===== config.mk =====
export PLATFORM = sky130hd
export DESIGN_NAME = glyph_grid_extent_finder
export DESIGN_NICKNAME = d
export VERILOG_FILES = /design/src/rtl/ggef_pkg.sv /design/src/rtl/glyph_grid_extent_finder.sv
export SDC_FILE = /design/constraint.sdc
export NUM_CORES = 2
export LEC_CHECK = 0
export ABC_CLOCK_PERIOD_IN_PS = 30800
export BUFFER_PORTS_ARGS = -buffer_cell sky130_fd_sc_hd__buf_2
export CELL_PAD_IN_SITES_DETAIL_PLACEMENT = 1
export CELL_PAD_IN_SITES_GLOBAL_PLACEMENT = 2
export CORE_AREA = 3 3 565 567
export DETAILED_ROUTE_END_ITERATION = 8
export DIE_AREA = 0 0 568 570
export PLACE_DENSITY_LB_ADDON = 0.08
export SLEW_MARGIN = 20
export SYNTH_ARGS = -nofsm -noshare
export SYNTH_HDL_FRONTEND = slang
export SYNTH_SLANG_ARGS = --single-unit

===== constraint.sdc =====
create_clock -name clk -period 30.8 [get_ports clk]
set_input_delay 1.54 -clock clk [delete_from_list [all_inputs] [get_ports clk]]
set_output_delay 1.54 -clock clk [all_outputs]
set_load 0.02 [all_outputs]

===== src/rtl/ggef_pkg.sv =====
// Shared types and constants of the glyph grid extent finder.
`default_nettype none
package ggef_pkg;

  localparam int unsigned MAX_CELL_SIZE = 64;
  localparam int unsigned GRID_CELLS    = 16;
  localparam int unsigned GLYPH_COUNT   = 256;

  localparam int unsigned CELL_POS_W  = $clog2(MAX_CELL_SIZE);
  localparam int unsigned CELL_SIZE_W = CELL_POS_W + 1;
  localparam int unsigned GRID_W      = $clog2(GRID_CELLS);
  localparam int unsigned GLYPH_W     = $clog2(GLYPH_COUNT);

  localparam logic [GLYPH_W-1:0]     LETTER_A_IDX  = GLYPH_W'(65);
  localparam logic [CELL_SIZE_W-1:0] CELL_SIZE_RST = CELL_SIZE_W'(8);
  localparam logic [CELL_SIZE_W-1:0] CELL_SIZE_MAX = CELL_SIZE_W'(MAX_CELL_SIZE);

  typedef enum logic {
    CFG_CELL_WIDTH  = 1'b0,
    CFG_CELL_HEIGHT = 1'b1
  } cfg_idx_t;

  typedef enum logic {
    OP_PIXEL = 1'b0,
    OP_QUERY = 1'b1
  } op_t;

  typedef enum logic {
    ST_IDLE = 1'b0,
    ST_EXEC = 1'b1
  } state_t;

  typedef struct packed {
    logic                  vld;
    logic [CELL_POS_W-1:0] left;
    logic [CELL_POS_W-1:0] right;
  } extent_t;

  // Clamp a programmed size into 1..MAX_CELL_SIZE.
  function automatic logic [CELL_SIZE_W-1:0] eff_size(input logic [CELL_SIZE_W-1:0] v);
    logic [CELL_SIZE_W-1:0] r;
    r = v;
    if (v == '0) begin
      r = CELL_SIZE_W'(1);
    end else if (v > CELL_SIZE_MAX) begin
      r = CELL_SIZE_MAX;
    end
    return r;
  endfunction

endpackage
`default_nettype wire


===== src/rtl/glyph_grid_extent_finder.sv =====
// Top level of the glyph grid extent finder: scan bookkeeping, extent memory and query path.
`default_nettype none
// Font sheet scanner. Pixels of a 16 x 16 grid of glyph cells arrive in raster order; a
// transfer with frame_start marks pixel (0,0) and sets the background color. For each cell
// the leftmost and rightmost ink columns live in a 256 x 13 extent memory (one entry per
// cell); the common top ink row and the last ink row of cell 'A' sit in registers. A query
// transfer returns the trimmed rectangle of one cell plus space width and line height.
// Each item is handled in order: first the cell's entry is read from the synchronous memory,
// then the pixel is merged and the entry written back (or the result is built). The block
// takes no new item until the current one is done; a query additionally waits while an
// earlier result is still held on a stalled output. Extent entries are not cleared after
// reset; an entry is cleared when the first pixel of its cell is scanned, so only query
// cells already reached by the scan since reset. cell_width and cell_height are clamped to
// 1..64 and may be written only while the block is idle.
module glyph_grid_extent_finder (
  input  wire logic                        clk,
  input  wire logic                        rst_n,
  // configuration
  input  wire logic                        cfg_we,
  input  wire logic                        cfg_index,
  input  wire logic [ggef_pkg::CELL_SIZE_W-1:0] cfg_data,
  // input channel
  input  wire logic                        in_valid,
  output      logic                        in_stall,
  input  wire logic                        in_op,
  input  wire logic                        in_frame_start,
  input  wire logic [31:0]                 in_pixel_value,
  input  wire logic [7:0]                  in_glyph_index,
  // result channel
  output      logic                        out_valid,
  input  wire logic                        out_stall,
  output      logic [9:0]                  out_glyph_x,
  output      logic [10:0]                 out_glyph_y,
  output      logic [6:0]                  out_glyph_w,
  output      logic [6:0]                  out_glyph_h,
  output      logic [5:0]                  out_space_width,
  output      logic [6:0]                  out_line_height
);
  import ggef_pkg::*;

  // configuration registers
  logic [CELL_SIZE_W-1:0] cell_width_r;
  logic [CELL_SIZE_W-1:0] cell_height_r;
  logic [CELL_SIZE_W-1:0] cw;
  logic [CELL_SIZE_W-1:0] ch;

  // scan state
  state_t                 state_r, state_nxt;
  logic [31:0]            bg_r, bg_nxt;
  logic [CELL_POS_W-1:0]  icc_r, icc_nxt;
  logic [GRID_W-1:0]      cc_r, cc_nxt;
  logic [CELL_POS_W-1:0]  icr_r, icr_nxt;
  logic [GRID_W-1:0]      cr_r, cr_nxt;
  logic [CELL_SIZE_W-1:0] top_row_r, top_row_nxt;
  logic [CELL_SIZE_W-1:0] a_bot_r, a_bot_nxt;

  // held item
  logic                   item_op_r;
  logic                   item_fs_r;
  logic [31:0]            item_pix_r;
  logic [GLYPH_W-1:0]     item_gi_r;

  // extent memory
  extent_t                mem [GLYPH_COUNT];
  extent_t                rd_data_r;
  logic [GLYPH_W-1:0]     rd_addr;
  logic                   rd_en;
  logic                   wr_en;
  logic [GLYPH_W-1:0]     wr_addr;
  extent_t                wr_data;

  // result register
  logic                   out_valid_r, out_valid_nxt;
  logic [9:0]             out_x_r, out_x_nxt;
  logic [10:0]            out_y_r, out_y_nxt;
  logic [6:0]             out_w_r, out_w_nxt;
  logic [6:0]             out_h_r, out_h_nxt;
  logic [5:0]             out_sp_r, out_sp_nxt;
  logic [6:0]             out_lh_r, out_lh_nxt;

  logic                   in_xfer;
  logic                   exec_fire;
  logic                   pix_fire;
  logic                   qry_fire;

  // effective scan values after a possible frame restart
  logic [31:0]            e_bg;
  logic [CELL_POS_W-1:0]  e_icc;
  logic [GRID_W-1:0]      e_cc;
  logic [CELL_POS_W-1:0]  e_icr;
  logic [GRID_W-1:0]      e_cr;
  logic [CELL_SIZE_W-1:0] e_top;
  logic [CELL_SIZE_W-1:0] e_abot;
  logic                   ink;
  extent_t                cur;
  logic [CELL_SIZE_W-1:0] icc_inc;
  logic [CELL_SIZE_W-1:0] icr_inc;

  assign cw = eff_size(cell_width_r);
  assign ch = eff_size(cell_height_r);

  assign in_xfer   = in_valid && !in_stall;
  // a query may only finish when the result register is free or being drained
  assign exec_fire = (state_r == ST_EXEC) &&
                     ((item_op_r == OP_PIXEL) || !(out_valid_r && out_stall));
  assign pix_fire  = exec_fire && (item_op_r == OP_PIXEL);
  assign qry_fire  = exec_fire && (item_op_r == OP_QUERY);

  // next state
  always_comb begin
    state_nxt = state_r;
    unique case (state_r)
      ST_IDLE: begin
        if (in_xfer) state_nxt = ST_EXEC;
      end
      ST_EXEC: begin
        if (exec_fire) state_nxt = ST_IDLE;
      end
      default: state_nxt = ST_IDLE;
    endcase
  end

  // state outputs
  always_comb begin
    in_stall = 1'b1;
    unique case (state_r)
      ST_IDLE: in_stall = 1'b0;
      ST_EXEC: in_stall = 1'b1;
      default: in_stall = 1'b1;
    endcase
  end

  // Read address: a frame start restarts the scan at cell (0,0).
  assign rd_en   = in_xfer;
  assign rd_addr = (in_op == OP_QUERY) ? in_glyph_index :
                   (in_frame_start ? '0 : {cr_r, cc_r});

  // Merge one pixel into the cell entry and advance the raster counters.
  always_comb begin
    e_bg   = item_fs_r ? item_pix_r : bg_r;
    e_icc  = item_fs_r ? '0 : icc_r;
    e_cc   = item_fs_r ? '0 : cc_r;
    e_icr  = item_fs_r ? '0 : icr_r;
    e_cr   = item_fs_r ? '0 : cr_r;
    e_top  = item_fs_r ? ch : top_row_r;
    e_abot = item_fs_r ? ch : a_bot_r;

    ink = (item_pix_r != e_bg);
    cur = rd_data_r;
    // first pixel of a cell: drop whatever the entry held
    if (e_icc == '0 && e_icr == '0) cur = '0;

    wr_data     = cur;
    top_row_nxt = e_top;
    a_bot_nxt   = e_abot;
    if (ink) begin
      if (!cur.vld) begin
        wr_data.vld   = 1'b1;
        wr_data.left  = e_icc;
        wr_data.right = e_icc;
      end else begin
        if (e_icc < cur.left)  wr_data.left  = e_icc;
        if (e_icc > cur.right) wr_data.right = e_icc;
      end
      if (CELL_SIZE_W'(e_icr) < e_top) top_row_nxt = CELL_SIZE_W'(e_icr);
      if ({e_cr, e_cc} == LETTER_A_IDX) a_bot_nxt = CELL_SIZE_W'(e_icr);
    end
    wr_addr = {e_cr, e_cc};
    wr_en   = pix_fire;

    icc_inc = CELL_SIZE_W'(e_icc) + CELL_SIZE_W'(1);
    icr_inc = CELL_SIZE_W'(e_icr) + CELL_SIZE_W'(1);
    icc_nxt = e_icc + CELL_POS_W'(1);
    cc_nxt  = e_cc;
    icr_nxt = e_icr;
    cr_nxt  = e_cr;
    if (icc_inc >= cw) begin
      icc_nxt = '0;
      cc_nxt  = e_cc + GRID_W'(1);
      if (e_cc == {GRID_W{1'b1}}) begin
        icr_nxt = e_icr + CELL_POS_W'(1);
        if (icr_inc >= ch) begin
          icr_nxt = '0;
          cr_nxt  = e_cr + GRID_W'(1);
        end
      end
    end
    bg_nxt = e_bg;
  end

  // Build the query result.
  always_comb begin
    logic [10:0] x_full;
    logic [10:0] y_full;
    x_full = 11'(item_gi_r[GRID_W-1:0]) * 11'(cw);
    out_w_nxt = cw;
    if (rd_data_r.vld) begin
      x_full    = x_full + 11'(rd_data_r.left);
      out_w_nxt = 7'(rd_data_r.right) - 7'(rd_data_r.left) + 7'd1;
    end
    y_full     = 11'(item_gi_r[GLYPH_W-1:GRID_W]) * 11'(ch) + 11'(top_row_r);
    out_x_nxt  = x_full[9:0];
    out_y_nxt  = y_full;
    out_h_nxt  = (ch > top_row_r) ? 7'(ch - top_row_r) : 7'd0;
    out_lh_nxt = (a_bot_r > top_row_r) ? 7'(a_bot_r - top_row_r) : 7'd0;
    out_sp_nxt = 6'(cw >> 1);

    out_valid_nxt = out_valid_r;
    if (out_valid_r && !out_stall) out_valid_nxt = 1'b0;
    if (qry_fire) out_valid_nxt = 1'b1;
  end

  // extent memory: read on item transfer, write back on pixel merge
  always_ff @(posedge clk) begin
    if (wr_en) mem[wr_addr] <= wr_data;
    if (rd_en) rd_data_r <= mem[rd_addr];
  end

  // control and scan registers
  always_ff @(posedge clk) begin
    if (!rst_n) begin
      state_r       <= ST_IDLE;
      cell_width_r  <= CELL_SIZE_RST;
      cell_height_r <= CELL_SIZE_RST;
      bg_r          <= '0;
      icc_r         <= '0;
      cc_r          <= '0;
      icr_r         <= '0;
      cr_r          <= '0;
      top_row_r     <= CELL_SIZE_RST;
      a_bot_r       <= CELL_SIZE_RST;
      out_valid_r   <= 1'b0;
    end else begin
      state_r     <= state_nxt;
      out_valid_r <= out_valid_nxt;
      if (cfg_we) begin
        unique case (cfg_idx_t'(cfg_index))
          CFG_CELL_WIDTH:  cell_width_r  <= cfg_data;
          CFG_CELL_HEIGHT: cell_height_r <= cfg_data;
          default: ;
        endcase
      end
      if (pix_fire) begin
        bg_r      <= bg_nxt;
        icc_r     <= icc_nxt;
        cc_r      <= cc_nxt;
        icr_r     <= icr_nxt;
        cr_r      <= cr_nxt;
        top_row_r <= top_row_nxt;
        a_bot_r   <= a_bot_nxt;
      end
    end
  end

  // held item and result payload
  always_ff @(posedge clk) begin
    if (in_xfer) begin
      item_op_r  <= in_op;
      item_fs_r  <= in_frame_start;
      item_pix_r <= in_pixel_value;
      item_gi_r  <= in_glyph_index;
    end
    if (qry_fire) begin
      out_x_r  <= out_x_nxt;
      out_y_r  <= out_y_nxt;
      out_w_r  <= out_w_nxt;
      out_h_r  <= out_h_nxt;
      out_sp_r <= out_sp_nxt;
      out_lh_r <= out_lh_nxt;
    end
  end

  assign out_valid       = out_valid_r;
  assign out_glyph_x     = out_x_r;
  assign out_glyph_y     = out_y_r;
  assign out_glyph_w     = out_w_r;
  assign out_glyph_h     = out_h_r;
  assign out_space_width = out_sp_r;
  assign out_line_height = out_lh_r;

`ifndef SYNTHESIS
  a_xfer_to_exec : assert property (@(posedge clk) disable iff (!rst_n)
    in_xfer |=> (state_r == ST_EXEC))
    else $error("accepted item did not enter execution");

  a_pixel_no_result : assert property (@(posedge clk) disable iff (!rst_n)
    (pix_fire && !out_valid_r) |=> !out_valid_r)
    else $error("pixel transfer produced a result");

  a_query_result : assert property (@(posedge clk) disable iff (!rst_n)
    qry_fire |=> out_valid_r)
    else $error("query did not produce a result");

  a_top_row_range : assert property (@(posedge clk) disable iff (!rst_n)
    (top_row_r <= CELL_SIZE_MAX) && (a_bot_r <= CELL_SIZE_MAX))
    else $error("tracked row beyond largest cell size");
`endif

endmodule
`default_nettype wire


==> summary.log <==
qor: clock_network.htree_levels 5
qor: die.die_x 568 um
qor: setup_path.timing.critical_path.cells buf_6, nor3b_1, a21oi_4, buf_4, buf_4, buf_4, buf_4, buf_4, buf_4, mux4_2, a22oi_1, nand4_1, and4b_1, nor4_1
qor: route.totalWireLength 460 mm
qor: power.power-per-cell-area 64.0 nW/um2
qor: placed_design.place_congestion 0.810
qor: route.drt_pass_1_iters 6
qor: run_status.run_status complete, no violations
qor: layout.register_area 105000 um2
qor: route.wl_per_cell 34.6 um
qor: placed_design.detailedPlacementHpwl 269 mm
qor: die.initial_core_util 44.9%
qor: layout.nets 8982
qor: die.die_span_in_y 570 um
qor: synthesis.synthDistinctLibCells 86
qor: setup_path.delay_of_the_slowest_cell_on_the_worst_path 840 ps
qor: sta.finalSetupViolations 0
qor: grt.globalRoute.totalOverflow 0
qor: layout.layout.cells.most_common_list edfxtp_1 (3431), nand2_1 (742), mux4_2 (416), clkbuf_16 (385), o21ai_0 (374)
qor: die.io_pins 105
qor: setup_path.timing_worst_setup_path_type input pin to flop
qor: hold_path.holdCritPathClass flop to flop
qor: setup_path.cp_data_arrival_time 8510 ps
qor: layout.post_route_cells_drive_above_1_share 17.7%
qor: sta.fin_worst_skew 50.9 ps
qor: sta.totalNegativeSetupSlack 0 ps
qor: sta.rsz0062_at_grt no
qor: route.total_number_of_vias 82600
qor: synthesis.ys_seq_area_share 74.1%
qor: sta.max_slew_violations 0
qor: clock_network.clock-sinks 3513
qor: setup_path.cpMaxStageDelayCell buf_4
qor: setup_path.startpoint_type input pin
qor: clock_network.cts_setup_buffers 0
qor: sta.finalCriticalPeriod 7870 ps
qor: sta.fraction_of_the_cycle_the_final_worst_path_needs 25.6%
qor: setup_path.cpMostUsedCell buf_4
qor: synthesis.synth_enable_flop_cells 3431
qor: synthesis.async_reset_ff_share 0%
qor: die.core.rowCount 206
qor: run.max_cap_viol_count 0
qor: placed_design.buffer_ports.inserted 104
qor: sta.worstMarginPinSlew 1220 ps
qor: grt.grt_pass1_vias 83900
qor: power.p_leak 53.9 nW
qor: clock_network.clock_insertion_delay_worst_skew 950 ps
qor: layout.area_growth_syn_to_layout 13.5%
qor: synthesis.syn_area_per_cell 16.6 um2
qor: synthesis.synthesis.area 141000 um2
qor: synthesis.postSynthRegisterBits 3513
qor: power.finalPower 10.3 mW
qor: synthesis.synth_flop_cell edfxtp_1
qor: die.die_area 324000 um2
qor: grt.grt_max_degree 217
qor: layout.final_common_cell edfxtp_1
qor: die.core_box_area 315000 um2
qor: sta.hold_viol_final 0
qor: clock_network.clock-root-buffer clkbuf_16
qor: clock_network.cts_tree done
qor: clock_network.cts_resized 0
qor: route.route.detailed.drc 0
qor: synthesis.postSynthNetCount 8721
qor: power.power.ir.vdd_worst 56.8 uV
qor: sta.timing_limited_maximum_frequency 127 MHz
qor: layout.area_of_the_multi_input_gates 33700 um2
qor: clock_network.cts_buffers 376
qor: grt.grt_first_pass_wirelength 650 mm
qor: clock_network.ctsLongestPathBuffers 4
qor: synthesis.synth.yosys.warnings 0
qor: setup_path.critical_path.max_fanout 56
qor: synthesis.synth_cells 8531
qor: layout.num-fill-cells 29000
qor: route.dr_iter_0_viols 9755
qor: sta.worst_slew_margin 18.5%
qor: grt.grt_use_total 28.1%
qor: route.ant_nets 0
qor: clock_network.cts.clk_slew.worst_paths 60 ps
qor: route.route.detailed.vias_per_inst 6.23
qor: grt.grt_antenna_before_repair 38
qor: setup_path.required 31440 ps
qor: setup_path.critPathCaptureType flop
qor: clock_network.post_cts_hold_buffer_count 0
-- worst max-delay path: cells and delay by family --
family,cells,cell delay [ps]
multiplexers,1,590
AND/OR/NAND/NOR,4,820
buffers and inverters,7,4650
AO/OA/AOI/OAI,2,660
-- path summary, 6_finish.rpt --
| path | startpoint | to | slack, ps | cells past startpoint |
|---|---|---|---|---|
| setup / recovery | in_op | rd_data_r[6]$_DFFE_PP_ | 22930 | 14 |
| hold / removal | bg_r[6]$_SDFFE_PN0P_ | bg_r[6]$_SDFFE_PN0P_ | 470 | 2 |
| setup reg to reg | cc_r[0]$_SDFFE_PN0P_ | rd_data_r[6]$_DFFE_PP_ | 23670 | 13 |
| hold reg to reg | bg_r[6]$_SDFFE_PN0P_ | bg_r[6]$_SDFFE_PN0P_ | 470 | 2 |
-- flip-flops by register name, indices dropped and copies added, names as in the netlist, 6 cells and up --
| register | cells |
|---|---|
| a_bot_r | 7 |
| bg_r | 32 |
| cell_height_r | 7 |
| cell_width_r | 7 |
| icc_r | 6 |
| icr_r | 6 |
| item_gi_r | 8 |
| item_pix_r | 32 |
| mem | 3328 |
| out_glyph_h | 7 |
| out_glyph_w | 7 |
| out_glyph_x | 10 |
| out_glyph_y | 11 |
| out_line_height | 7 |
| out_space_width | 6 |
| rd_data_r | 13 |
| top_row_r | 7 |
-- cell usage after synthesis (82+ instances only) --
master    instances  area share (%)
o211a_1         178             1.3
clkbuf_1        261            0.69
a22oi_1         195             1.0
o211ai_1        164            0.87
nand3_1         156            0.55
edfxtp_1       3431              73
buf_2           214            0.76
a21oi_1         361             1.3
dfxtp_1          82             1.2
mux2i_1         149             1.1
nand4_1          88            0.39
ha_1            105            0.93
inv_1           366            0.97
o21ai_0         375             1.3
mux4_2          416             6.6
nand2_1         747             2.0
a31oi_1         154            0.68
nor2_1          322            0.86
-- layer usage --
| layer | share of wire [%] | global-route usage [%] |
|---|---|---|
| met3 | 7.2 | 3.92 |
| met1 | 43 | 40.7 |
| met4 | 3.0 | 7.94 |
| met2 | 47 | 44.6 |
| met5 | 0.0098 | 0 |
-- cells by family (layout without fill, tap and decap cells) --
kind of cell	Yosys count	in the layout	synth area share [%]
buffers and inverters	922	1485	2.79
XOR/XNOR	69	69	0.437
other	0	12	0
adder cells (fa/ha/maj)	135	135	1.35
flip-flops	3513	3513	74.1
multiplexers	568	568	7.71
AND/OR/NAND/NOR	1601	1601	5.38
AO/OA/AOI/OAI	1723	1723	8.26
-- final cells by class --
| cell class | instances | area share, % |
|---|---|---|
| inverters | 366 | 0.857 |
| clock inverters | 206 | 1.33 |
| repair buffers | 439 | 2.05 |
| well taps | 4160 | 3.25 |
| diodes | 12 | 0.0187 |
| clock buffers | 474 | 6.22 |
| multi-input cells | 4096 | 21.0 |
| flip-flops and latches | 3513 | 65.3 |
-- stage by stage --
stage / std cells / hold slack (ps) / utilization (%) / setup slack, ps / area [um2]
6_report: 13300 / 467 / 51.0 / 22930 / 160000
5_1_grt: 13300 / 489 / 50.9 / 22290 / 160000
4_1_cts: 13300 / 469 / 50.9 / 22710 / 160000
3_5_place_dp: 12600 / 461 / 47.1 / 21720 / 148000
3_3_place_gp: 12600 / 453 / 47.0 / 21750 / 148000
2_1_floorplan: 8531 / 436 / - / 14980 / 141000
-- report_power, final --
| group | switching [mW] | internal, mW | total, mW |
|---|---|---|---|
| clock | 1.89 | 2.61 | 4.50 |
| sequential | 0.0166 | 5.23 | 5.25 |
| combinational | 0.348 | 0.158 | 0.506 |
No activity file was read; power rests on OpenSTA's default activity.
